--- src/rtl/rca_ram.sv ---
// Generic single-port RAM with registered read.
// Depends on nothing.
`timescale 1ns / 1ps
module rca_ram #(
  parameter int WIDTH = 8,
  parameter int DEPTH = 16
) (
  input  logic                     clk,
  input  logic                     we,
  input  logic [$clog2(DEPTH)-1:0] addr,
  input  logic [WIDTH-1:0]         wdata,
  output logic [WIDTH-1:0]         rdata
);

  logic [WIDTH-1:0] mem [DEPTH];

  // Write through the port, register the read
  always_ff @(posedge clk) begin
    if (we) begin
      mem[addr] <= wdata;
    end
    rdata <= mem[addr];
  end

endmodule

--- config.mk ---
export PLATFORM = sky130hd
export DESIGN_NAME = rca_ram
export DESIGN_NICKNAME = d
export VERILOG_FILES = /design/src/rtl/rca_ram.sv
export SDC_FILE = /design/constraint.sdc
export NUM_CORES = 1
export LEC_CHECK = 0
export ABC_AREA = 0
export BUFFER_PORTS_ARGS = -buffer_cell sky130_fd_sc_hd__buf_2
export CAP_MARGIN = 20
export CORE_UTILIZATION = 50
export CTS_BUF_LIST = sky130_fd_sc_hd__clkbuf_8
export CTS_CLUSTER_SIZE = 30
export DETAILED_ROUTE_END_ITERATION = 6
export PLACE_DENSITY_LB_ADDON = 0.3
export SYNTH_ARGS = -nofsm -noshare
export SYNTH_HDL_FRONTEND = slang
export SYNTH_SLANG_ARGS = --single-unit
--- constraint.sdc ---
create_clock -name clk -period 2.4 [get_ports clk]
set_input_delay 0.36 -clock clk [delete_from_list [all_inputs] [get_ports clk]]
set_output_delay 0.36 -clock clk [all_outputs]
set_load 0.01 [all_outputs]
# Word-level counts from Yosys, hierarchy flattened
# Memory sizes are Yosys's and may differ from the RTL's. A register that Yosys moved wholly into a read port is not among the register bits.
# Cells that the tools add are included.
totals:
  input_bits: 14
  output_inout_bits: 8
  ff_bits: 0
  mem_bits_ro: 0
  memories: 1
  latchBits: 0
  ram_bits: 128
  word_cells: 3
memory_table:
  columns: ["memory", "depth", "word_bits", "read_ports", "rd_clocked_by_memory_dff", "wr", "line", "rtl"]
  rows:
  - ["mem", 16, 8, 1, 1, 1, "15", "logic [WIDTH-1:0] mem [DEPTH];"]
classes:
  n_bitwise: 0
  n_reduce_logical: 0
  n_eq_ne: 0
  div_mod_pow: 0
  mux: 2
  shifts: 0
  n_lt_le_gt_ge: 0
  addsub: 0
  n_mul: 0
op_table:
  columns: ["operator", "n"]
  rows:
  - ["1-bit two-way mux", 2]

# Logic depth before layout (Yosys ltp)
logic_depth:
  word_depth: 2
  ltp_mapped: 5
  ltp_nobuf: 3

# Worst setup path before layout
# No wires, ideal clock.
synth_path:
  path_kind: "input -> register"
  start: "in addr[2]"
  end: "mem mem[0][0], enable pin"
  setup_ps: 383
  n_path_buf: 0
  t_required_ps: 2017
  arrival_ps: 1470
  setup_slack_ps: 547
  path_stages: 2
  cell_sequence: "or3b_2 nor3_1"
synth_lines:
  columns: ["element", "line", "rtl"]
  rows:
  - ["start: declaration", "10", "input logic [$clog2(DEPTH)-1:0] addr,"]
  - ["end: declaration", "15", null]
# Straight into the memory's write port.

==> flow_metrics.tcl <==
set metrics [dict create \
    netlist-cell-type-count 18 \
    reg2reg_to "rdata[1]$_DFF_P_" \
    worst_ep_arrival_time_ns 1.76 \
    critPathRequiredTime_ns 2.72 \
    critical_path_peak_fanout 27 \
    power_dens_cells_mw_per_mm2 798 \
    synth-warning-count 0 \
    route.detailed.vias_per_inst 5.59 \
    design.portCount 22 \
    post_route_cells_drive_above_1_share 0.334 \
    place.detailed.hpwl_mm 6.19 \
    hold_start "wdata[3]" \
    grt_overflow_total 0 \
    grt_first_pass_wirelength_mm 14.2 \
    worst_clock_skew_ns 0.0105 \
    finalHoldViolations 0 \
    final_max_slew_viol_count 0 \
    worstSetupPathType "input port to flop" \
    unrepaired_setup_endpoints_after_global_routing "no" \
    pin_count_of_the_biggest_net_entering_global_routing 28 \
    setup-tns-final_ns 0 \
    slew_headroom 0.534 \
    start_util 0.516 \
    timing.fmax_ghz 0.694 \
    globalplace.congestion 0.790 \
    die-height_um 103 \
    reg2reg_setup_slack_ns 1.06 \
    worstSetupStartpointType "input port" \
    hold_path_class "input port to flop" \
    grt_util_all_layers 0.206 \
    postLayoutSetupSlackWorst_ns 0.959 \
    cts.htree.levels 4 \
    flow.area_growth_from_synthesis_pct 15.2 \
    setup_viol 0 \
    antenna_found_initial 0 \
    route.final.wire_length_mm 9.48 \
    drt_drc_violations_left 0 \
    root_buffer "sky130_fd_sc_hd__clkbuf_8" \
    sequential_share_of_the_synthesized_area 0.790 \
    tritoncts "yes" \
    maximum_capacitance_violations 0 \
    fp-row-count 36 \
    power.total_mw 4.66 \
    ctsResizeCount 0 \
    timing.hold.ws_ns 0.315 \
    route.antenna.remaining_nets 0 \
    antenna-diode-count 0 \
    tightest_slew_ns 0.698 \
    io_buffer_count 21 \
    num-fill-cells 750 \
    cts-buffers-inserted 17 \
    worst_hold_path.endpoint "mem[14][3]$_DFFE_PP_" \
    drt-pass1-iter-count 5 \
    postSynthRegisterBits 136 \
    preCtsSetupSlack_ns 0.481 \
    syn_nets 244 \
    instances_no_fill 426 \
    post-route-period-util 0.600 \
    synth_area_mm2 0.00507 \
    status "finished clean" \
    period_minus_slack_ns 1.44 \
    cts-hold-fix-buffers 0 \
    vias_in_the_first_global_route 2441 \
    ff2ff_path_depth 3 \
    fp.dieW_um 103 \
    post-cts-setup-buffer-count 0 \
    worst_ir_drop_vdd_v 0.000339 \
    cts-root-to-sink-buffers 2 \
    endpoint_kind "flop" \
    initialDrtViolationCount 142 \
    cell_count_after_placement 394 \
    mean_area_per_synthesized_cell_um2 22.0 \
    p_leak_nw 1.95 \
    num_vias 2380 \
    rr_startpoint "mem[0][1]$_DFFE_PP_" \
    cts.sink_count 136 \
    worst_skew_pair.late_latency_ns 0.43 \
    clock_edge_transition_at_the_registers_on_the_reported_setup_and_hold_paths_ns 0.07 \
    finalNetCount 294 \
    wire_per_inst_um 22.2 \
    postSynthCellCount 230 \
    worst_hold_path.num_cells 1 \
    core_area_mm2 0.00982 \
    die_area_mm2 0.0105 \
]
layout make-up:
cell class | instances | area (µm²) | share of cell area
clock buffer | 20 | 275 | 0.0472
sequential | 136 | 4000 | 0.686
clock inverter | 12 | 98.8 | 0.0169
tap | 133 | 166 | 0.0285
timing repair buffer | 42 | 288 | 0.0493
multi-input combinational | 83 | 1000 | 0.172
layout by cell type, fill, tap and decap left out, drive strengths merged:
| master | count |
|---|---|
| bufinv | 2 |
| nand2 | 9 |
| buf | 42 |
| nand2b | 2 |
| clkinv | 3 |
| nor3 | 4 |
| nor2b | 2 |
| mux4 | 32 |
| inv | 7 |
| clkbuf | 20 |
| nand3b | 2 |
| a22oi | 16 |
| dfxtp | 8 |
| edfxtp | 128 |
| nand3 | 1 |
| and2 | 1 |
| nor2 | 13 |
| or3b | 1 |
stage by stage:
stage,instance area [µm²],util
after floorplan,5070,-
after CTS,5840,0.594
after global placement,5460,0.556
after global routing,5840,0.594
after detailed placement,5460,0.556
final,5840,0.594
report_power, final:
group / switching, mW / internal [mW]
logic: 0.143 / 0.107
registers: 0.0182 / 2.65
clock network: 0.767 / 0.970
total: 0.928 / 3.73
layer usage:
| layer | vias up | GRT usage | share of wire |
|---|---|---|---|
| li1 | 1058 | - | - |
| met1 | 1246 | 0.270 | 0.41 |
| met2 | 64 | 0.324 | 0.51 |
| met3 | 12 | 0.0569 | 0.062 |
| met4 | 0 | 0.0923 | 0.016 |
| met5 | - | 0 | 0 |
cells in the mapped netlist, drive strengths merged:
library cell  count  share of area
clkbuf            3         0.0025
mux4             32           0.14
nor2             13         0.0096
edfxtp          128           0.76
dfxtp             8          0.032
buf               8         0.0094
and2              1         0.0012
nand3             1        0.00099
nand2b            2         0.0025
nor2b             2         0.0025
or3b              1         0.0017
a22oi            16          0.024
nor3              4         0.0040
nand3b            2         0.0030
nand2             9         0.0067
cells by family after synthesis:
logic type	share of synthesized area
AO/OA/AOI/OAI	0.0237
buffers and inverters	0.0119
flip-flops	0.790
multiplexers	0.142
AND/OR/NAND/NOR	0.0321
worst max path at each step:
stage | start | to | slack [ns] | depth (start not counted)
floorplan | addr[2] | mem[0][0]$_DFFE_PP_ | 0.55 | 2
global placement | addr[0] | rdata[3]$_DFF_P_ | 0.50 | 5
detailed placement | addr[0] | rdata[5]$_DFF_P_ | 0.48 | 5
CTS | addr[0] | rdata[1]$_DFF_P_ | 0.95 | 5
global route | addr[0] | rdata[1]$_DFF_P_ | 0.87 | 5
finish | addr[0] | rdata[1]$_DFF_P_ | 0.96 | 5
critical path, cell delays in order:
cell and delay, ns:
sky130_fd_sc_hd__buf_2 0.23, sky130_fd_sc_hd__buf_12 0.26, sky130_fd_sc_hd__mux4_2 0.55, sky130_fd_sc_hd__a22oi_1 0.27, sky130_fd_sc_hd__nand2_1 0.08
registers in the layout (all words and copies together), names as in the netlist:
signal / flops
rdata: 8
mem: 128
No activity file was read; power rests on OpenSTA's default activity.
