===== src/rtl/rca_pkg.sv =====
// Package for the reorientation correlation accumulator.
// Holds transaction structs, codes, state encoding and fixed widths.
// No dependencies.
`timescale 1ns / 1ps
package rca_pkg;

  // Default sizing of the top level
  localparam int SPECIES_MAX_DEF = 4;
  localparam int LAG_BINS_DEF    = 1024;
  localparam int FRAC_BITS_DEF   = 15;

  // Fixed widths of the accumulators
  localparam int FRAME_W = 40;
  localparam int SUM_W   = 48;
  localparam int CNT_W   = 24;
  localparam int WORD_W  = 2 * SUM_W + CNT_W;
  localparam int DIV_N_W = SUM_W + 1;
  localparam int DIV_D_W = CNT_W;

  localparam logic [CNT_W-1:0] COUNT_MAX = {CNT_W{1'b1}};

  // Configuration register indexes
  localparam logic REG_TIME_STEP = 1'b0;

  typedef enum logic [1:0] {
    ACT_ADD   = 2'd0,
    ACT_CLOSE = 2'd1,
    ACT_READ  = 2'd2,
    ACT_NONE  = 2'd3
  } rca_action_t;

  typedef enum logic [3:0] {
    ST_CLEAR,
    ST_IDLE,
    ST_MUL,
    ST_ROUND,
    ST_SQUARE,
    ST_ACCUM,
    ST_STEP_GO,
    ST_STEP_RUN,
    ST_FETCH,
    ST_CHECK,
    ST_DIV1_GO,
    ST_DIV1_RUN,
    ST_DIV2_GO,
    ST_DIV2_RUN,
    ST_WRITE,
    ST_OUT
  } rca_state_t;

  typedef struct packed {
    logic [1:0]         action;
    logic [1:0]         species;
    logic [23:0]        elapsed_time;
    logic [9:0]         bin_index;
    logic signed [15:0] orient_x;
    logic signed [15:0] orient_y;
    logic signed [15:0] orient_z;
    logic signed [15:0] ref_x;
    logic signed [15:0] ref_y;
    logic signed [15:0] ref_z;
  } rca_item_t;

  typedef struct packed {
    logic [25:0]        lag_time;
    logic [23:0]        sample_count;
    logic signed [15:0] c1_average;
    logic signed [15:0] c2_average;
    logic               has_data;
    logic               dropped;
  } rca_result_t;

  // Divider status toward the sequencer
  typedef struct packed {
    logic busy;
    logic done;
  } rca_div_stat_t;

endpackage


===== src/rtl/rca_div.sv =====
// Radix-2 restoring unsigned divider, one quotient bit per cycle.
// Uses rca_pkg for the status struct.
`timescale 1ns / 1ps
module rca_div #(
  parameter int N_W = rca_pkg::DIV_N_W,
  parameter int D_W = rca_pkg::DIV_D_W
) (
  input  logic                   clk,
  input  logic                   rst,
  input  logic                   start,
  input  logic [N_W-1:0]         num,
  input  logic [D_W-1:0]         den,
  output rca_pkg::rca_div_stat_t stat,
  output logic [N_W-1:0]         quo
);

  localparam int C_W = $clog2(N_W + 1);

  logic [D_W-1:0] rem;
  logic [D_W-1:0] den_r;
  logic [C_W-1:0] cnt;
  logic [D_W:0]   trial;
  logic           fits;

  // Shift in the next numerator bit and test against the divisor
  always_comb begin
    trial = {rem, quo[N_W-1]};
    fits  = trial >= {1'b0, den_r};
  end

  always_ff @(posedge clk) begin
    if (rst) begin
      stat <= '0;
      cnt  <= '0;
    end else begin
      stat.done <= 1'b0;
      if (start) begin
        stat.busy <= 1'b1;
        cnt       <= C_W'(N_W);
      end else if (stat.busy) begin
        cnt <= cnt - 1'b1;
        if (cnt == C_W'(1)) begin
          stat.busy <= 1'b0;
          stat.done <= 1'b1;
        end
      end
    end
  end

  // Datapath: numerator and quotient share the shift register
  always_ff @(posedge clk) begin
    if (start) begin
      rem   <= '0;
      den_r <= den;
      quo   <= num;
    end else if (stat.busy) begin
      rem <= fits ? D_W'(trial - {1'b0, den_r}) : D_W'(trial);
      quo <= {quo[N_W-2:0], fits};
    end
  end

endmodule


===== config.mk =====
export PLATFORM = sky130hd
export DESIGN_NAME = rca_div
export DESIGN_NICKNAME = d
export VERILOG_FILES = /design/src/rtl/rca_pkg.sv /design/src/rtl/rca_div.sv
export SDC_FILE = /design/constraint.sdc
export NUM_CORES = 1
export LEC_CHECK = 0
export BUFFER_PORTS_ARGS = -buffer_cell sky130_fd_sc_hd__buf_2
export CAP_MARGIN = 25
export CORE_ASPECT_RATIO = 1.2
export CORE_MARGIN = 1
export CORE_UTILIZATION = 54
export DETAILED_ROUTE_END_ITERATION = 10
export GPL_TIMING_DRIVEN = 0
export PLACE_DENSITY_LB_ADDON = 0.08
export SETUP_SLACK_MARGIN = 0.15
export SLEW_MARGIN = 15
export SYNTH_ARGS = -nofsm -noshare
export SYNTH_HDL_FRONTEND = slang
export SYNTH_SLANG_ARGS = --single-unit

===== constraint.sdc =====
create_clock -name clk -period 2.7 [get_ports clk]
set_clock_uncertainty 0.1 [all_clocks]
set_input_delay 0.27 -clock clk [delete_from_list [all_inputs] [get_ports clk]]
set_output_delay 0.27 -clock clk [all_outputs]
set_load 0.005 [all_outputs]

==> Yosys cells after proc, flatten, opt, wreduce, memory -nomap -nowiden <==
Cells that the tools add are included.
{ "word_totals": {"regBits": 105, "latchBits": 0, "mem_bits_rw": 0, "mem_bits_ro": 0, "input_bits": 76, "output_inout_bits": 51, "word_cells": 23, "mem_count": 0} }
{ "op_classes": {"addsub": 2, "n_mul": 0, "div_mod_pow": 0, "n_lt_le_gt_ge": 1, "n_eq_ne": 1, "shift": 0, "mux": 8, "bitwise_logic": 1, "reduce_logical": 3} }
{ "ops": {"columns": ["op", "n"], "rows": [
  ["$mux 49", 2],
  ["$ge 25x24->1", 1],
  ["$mux 24", 1],
  ["$sub 24x24->24", 1],
  ["$mux 6", 2],
  ["$eq 6x1->1 const B", 1],
  ["$sub 6x1->6 const B", 1],
  ["$mux 2", 2],
  ["$reduce_or 3->1", 1],
  ["$reduce_bool 2->1", 1],
  ["$reduce_or 2->1", 1],
  ["$mux 1", 1],
  ["$not 1->1", 1]
]} }

==> Depth between registers and ports, before layout <==
{ "depth": {"ltp_word": 4, "depth_mapped": 12, "ltp_nobuf": 11} }

==> Worst setup path before layout <==
OpenSTA, ideal clock, no wires.
{ "synth_timing": {"path_kind": "reg2reg", "from": "reg stat[1] (netlist name)", "to": "reg quo[0], enable pin", "setup_ns": 0.403, "arrival_time_ns": 1.996, "required_ns": 2.197, "slack_ns": 0.201, "stages_incl_launch_ff": 5, "path_buffers": 2, "synth_period_minus_slack_ns": 2.499, "cell_sequence": "dfxtp_1 clkbuf_1 nor2_1 clkbuf_1 inv_1"} }
{ "synth_via": {"elab_chain_cells": 1} }
{ "synth_lines": {"columns": ["element", "line", "rtl"], "rows": [
  ["start: declaration", "rca_div.sv:13", "output rca_pkg::rca_div_stat_t stat,"],
  ["$reduce_bool 2->1 (no source line)", null, null],
  ["end signal: assignment", "rca_div.sv:55", "quo <= num;"],
  ["end signal: assignment", "rca_div.sv:58", "quo <= {quo[N_W-2:0], fits};"],
  ["end: declaration", "rca_div.sv:14", "output logic [N_W-1:0] quo"]
]} }
No other way between the ends.
A chain may end at the register's enable or synchronous reset.

==> Worst setup path in the final report <==
{ "layout_timing": {"from": "reg den_r[20]", "to": "reg rem[6]"} }
{ "layout_via": {"elab_chain_cells": 2} }
{ "layout_lines": {"columns": ["element", "line", "rtl"], "rows": [
  ["start: declaration", "rca_div.sv:20", "logic [D_W-1:0] den_r;"],
  ["start signal: assignment", "rca_div.sv:54", "den_r <= den;"],
  ["$ge 25x24->1", "rca_div.sv:28", "fits = trial >= {1'b0, den_r};"],
  ["$mux 24", "rca_div.sv:57", "rem <= fits ? D_W'(trial - {1'b0, den_r}) : D_W'(trial);"],
  ["end signal: assignment", "rca_div.sv:57", null],
  ["end: declaration", "rca_div.sv:19", "logic [D_W-1:0] rem;"]
]} }
No other way between the ends.

==> implementation parameters <==
Parameter                              Value

Logic synthesis
  Ys async rst share    0
  Seq cells post-synth    about 110
  Post-synthesis area per instance    roughly 11 µm²
  Sequential share of the synthesized area    0.515
  Count of flip-flops with a built-in enable after synthesis    73
  Flip-flop cell with the highest count after synthesis    sky130_fd_sc_hd__edfxtp_1
  Mapped Area    between 0.005 and 0.006 mm²
  Post-synthesis net count    590
  Cells after Synth    between 400 and 500
  Total of warnings raised by yosys    0
  Number of different library cells in the post-synthesis netlist    53

GRT
  Antenna violations before repair    0
  All-layer global routing usage    0.255
  Via count of the first global-routing pass    between 4000 and 5000
  Remaining Overflow, GRT    0
  Maximum number of pins on one net before global-route repair    40
  Global-route wire length before repair    20800 µm

Critical path
  Type of origin of the critical path    flop
  WS Path Type    reg -> reg
  Number of buffer and inverter instances along the worst setup path    2
  Slowest cell on the critical path    sky130_fd_sc_hd__edfxtp_1
  Endpoint kind of the worst setup timing path    flop
  Reg2reg setup slack    about 0.16 ns
  Endpoint arrival time on the critical path    ~2.6 ns
  Reg2Reg Depth    10
  Slowest stage delay, CP    around 0.36 ns
  Origin of the critical flop-to-flop path    den_r[20]
  Endpoint of the worst register-to-register path    rem[6]
  Cell class contributing the biggest share of worst-path delay    compound AO/OA/AOI/OAI gates
  Cell Chain, Critical Path    inv_1 -> ha_4 -> and3_4 -> nor3b_2 -> a311oi_1 -> o21ai_1 -> o32ai_4 -> buf_6 -> mux2i_1 -> a211oi_1
  Worst-path maximum fanout    10
  CP required    2.80 ns

STA
  Worst-case headroom to the max-slew limit    0.550
  Final period utilization    0.940
  Hold Fails Final Rpt    0
  Total setup violations reported at the end of the flow    0
  Unrepaired setup endpoints after global routing    true
  Slew at the pin closest to its max-slew limit    between 0.6 and 0.7 ns
  Final hold slack    0.116 ns
  Final critical-path setup slack    roughly 0.16 ns
  Post-layout minimum cycle time    2.54 ns
  Setup TNS    0 ns
  Highest achievable clock rate    approximately 390 MHz
  Final max-slew violation count    0

Drt
  Total via count after detailed routing    between 4000 and 5000
  Number of remaining DRC errors    0
  First-pass iteration count of the detailed router    5
  Post-Route WL    13400 µm
  Ratio of routed vias to standard cells    5.66
  First-iteration detailed-routing DRC count    about 310
  Post-route antenna net violation count    0
  Routed WL per cell    roughly 17 µm

Floorplanning
  Height of the die    ~110 µm
  Effective utilization at floorplan    0.552
  Die ar.    ~0.011 mm²
  Die boundary width    around 94 µm
  Core Region    0.00996 mm²
  IO Pins    around 130
  # rows    40

Min path
  End point of the most critical hold path    quo[42]
  Worst min-delay path startpoint    num[42]
  Classification of the worst-slack hold path    in -> reg
  Cells on Worst Hold Path    2

Finish
  Total Nets Final    760
  Diodes inserted    0
  Count of filler cells inserted in the layout    700
  Number of standard cells in the final layout excluding fillers    approximately 800
  Core occupancy in the finished layout    0.735
  Fraction of layout cells with a size suffix above 1    0.411
  Area added between synthesis and finish    33.1%

Placed design
  GP Congestion    about 0.90
  Half-perimeter wire length after detailed placement    roughly 9000 µm
  Number of buffers inserted by port buffering    between 100 and 150
  Post-Place Worst Slack    -0.254 ns
  Placed cell count    ~740

Clocking
  Clock-pin slew reported for the worst setup and hold paths after clock tree synthesis    ~0.070 ns
  CTS Root Buffer Type    sky130_fd_sc_hd__clkbuf_16
  Clock insertion delay at the later pin of the skew report    ~0.35 ns
  Number of H-tree levels    3
  CTS tree    done
  CTS sink count    around 110
  Buffer depth of the longest clock path    2
  Inserted Clock Buffers    9

Power
  Power density over the cells    about 560 mW/mm²
  LEAKAGE    roughly 0.0030 µW
  Worst vdd rail ir drop    0.368 mV

Outcome
  Run status    completed

Run
  Max-Cap Viols    0
worst reg2reg max path, delay by kind of cell (launching register included):
family / cells / cell delay, ns
buffers and inverters: 2 / 0.36
DFF: 1 / 0.36
adders and majority gates: 1 / 0.22
muxes: 1 / 0.22
AOI/OAI and AO/OA: 4 / 0.80
and+or+nand+nor: 2 / 0.35
state kept, by name (all words and copies together), names as in the netlist:
signal and count:
cnt 6, rem 24, stat 2, quo 49
den_r 24
worst max path at each step:
stage | start | endpoint | slack (ns) | depth (start not counted)
2_1_floorplan | stat[1] | quo[0] | 0.20 | 4
3_3_place_gp | start | quo[7] | -0.99 | 5
3_5_place_dp | start | quo[7] | -0.25 | 6
4_1_cts | quo[48] | rem[20] | 0.06 | 11
5_1_grt | den_r[11] | rem[16] | 0.07 | 13
6_report | den_r[20] | rem[6] | 0.16 | 10
per-stage QoR:
step	total power, µW	cell area, µm²
4_1_cts	4020	7040
6_report	4100	7320
5_1_grt	4270	7320
2_1_floorplan	2380	5500
3_5_place_dp	2630	6300
3_3_place_gp	2610	6280
final cells by class:
cell class                 instances  area (µm²)  share of cell area
timing repair buffer             159         957               0.131
buffer                            22         116              0.0159
clock inverter                     5        62.6             0.00855
multi-input combinational        327        2840               0.387
inverter                          33         124              0.0169
clock buffer                      11         233              0.0318
sequential                       105        2830               0.387
tap                              126         158              0.0215
timing repair:
item                                    4_1_cts  5_1_grt
hold buffers                                 24        0
pin swaps                                     8       14
hold endpoints to repair                     24        0
resized for setup                            33       60
buffers inserted                              7        1
cloned                                        1        0
endpoints found under the setup margin       62       25
logic make-up (layout without fill, tap and decap cells):
kind of cell | after synthesis | after routing | synth area share
AO/OA/AOI/OAI | 102 | 102 | 0.126
XOR/XNOR | 24 | 24 | 0.0382
adder cells (fa/ha/maj) | 27 | 27 | 0.0628
buffers and inverters | 55 | 230 | 0.0407
flip-flops | 105 | 105 | 0.515
multiplexers | 62 | 62 | 0.124
AND/OR/NAND/NOR | 112 | 112 | 0.0931
report_power, final:
part,switching [µW],internal [µW],total [µW]
sequential,72.7,1880,1950
clock,606,729,1340
combinational,418,400,818
cell usage after synthesis (2+ instances only):
cell	instances	share of area
sky130_fd_sc_hd__o21a_1	4	0.0055
sky130_fd_sc_hd__nand2_1	33	0.023
sky130_fd_sc_hd__buf_2	5	0.0046
sky130_fd_sc_hd__dfxtp_1	32	0.12
sky130_fd_sc_hd__clkbuf_1	12	0.0082
sky130_fd_sc_hd__o21bai_1	4	0.0055
sky130_fd_sc_hd__nand4_1	4	0.0046
sky130_fd_sc_hd__o21ai_1	4	0.0036
sky130_fd_sc_hd__a211oi_1	9	0.012
sky130_fd_sc_hd__a311oi_1	2	0.0032
sky130_fd_sc_hd__nor2_1	36	0.025
sky130_fd_sc_hd__ha_1	26	0.059
sky130_fd_sc_hd__nor2b_1	2	0.0023
sky130_fd_sc_hd__nand3_1	12	0.011
sky130_fd_sc_hd__o21ai_0	22	0.020
sky130_fd_sc_hd__xor2_1	10	0.016
sky130_fd_sc_hd__a32oi_1	3	0.0048
sky130_fd_sc_hd__o31ai_1	3	0.0041
sky130_fd_sc_hd__nor3_1	8	0.0073
sky130_fd_sc_hd__or2_2	4	0.0046
sky130_fd_sc_hd__mux2_2	49	0.10
sky130_fd_sc_hd__inv_1	33	0.023
sky130_fd_sc_hd__a21oi_1	24	0.022
sky130_fd_sc_hd__a21o_1	5	0.0068
sky130_fd_sc_hd__xnor2_1	14	0.022
sky130_fd_sc_hd__o311ai_0	6	0.0096
sky130_fd_sc_hd__a2111oi_0	2	0.0032
sky130_fd_sc_hd__or3_1	2	0.0023
sky130_fd_sc_hd__edfxtp_1	73	0.40
sky130_fd_sc_hd__nor4b_1	2	0.0032
sky130_fd_sc_hd__a21oi_2	2	0.0032
sky130_fd_sc_hd__nand2b_1	5	0.0057
sky130_fd_sc_hd__buf_1	3	0.0020
sky130_fd_sc_hd__mux2i_1	13	0.024
cells in the final DEF, fill, tap and decap left out, drive strengths merged, types with 5 or more instances in the layout:
cell type / count
o311ai: 7
nand3: 12
a21oi: 26
buf: 145
edfxtp: 73
inv: 35
nand2b: 5
xnor2: 14
ha: 26
mux2: 49
dlygate4sd3: 24
dfxtp: 32
nor3: 8
xor2: 10
o21ai: 27
nor2: 36
a211oi: 9
clkbuf: 23
mux2i: 13
a21o: 5
nand2: 33
routing by layer:
layer / wire [µm] / share of wire / GRT usage / vias to the layer above
met5: 0 / 0 / 0 / -
li1: - / - / - / 2126
met1: 5360 / 0.40 / 0.298 / 2107
met4: 367 / 0.027 / 0.111 / 0
met2: 6690 / 0.50 / 0.426 / 191
met3: 997 / 0.074 / 0.0806 / 36
Note: power is estimated with default switching activity, not from simulation.
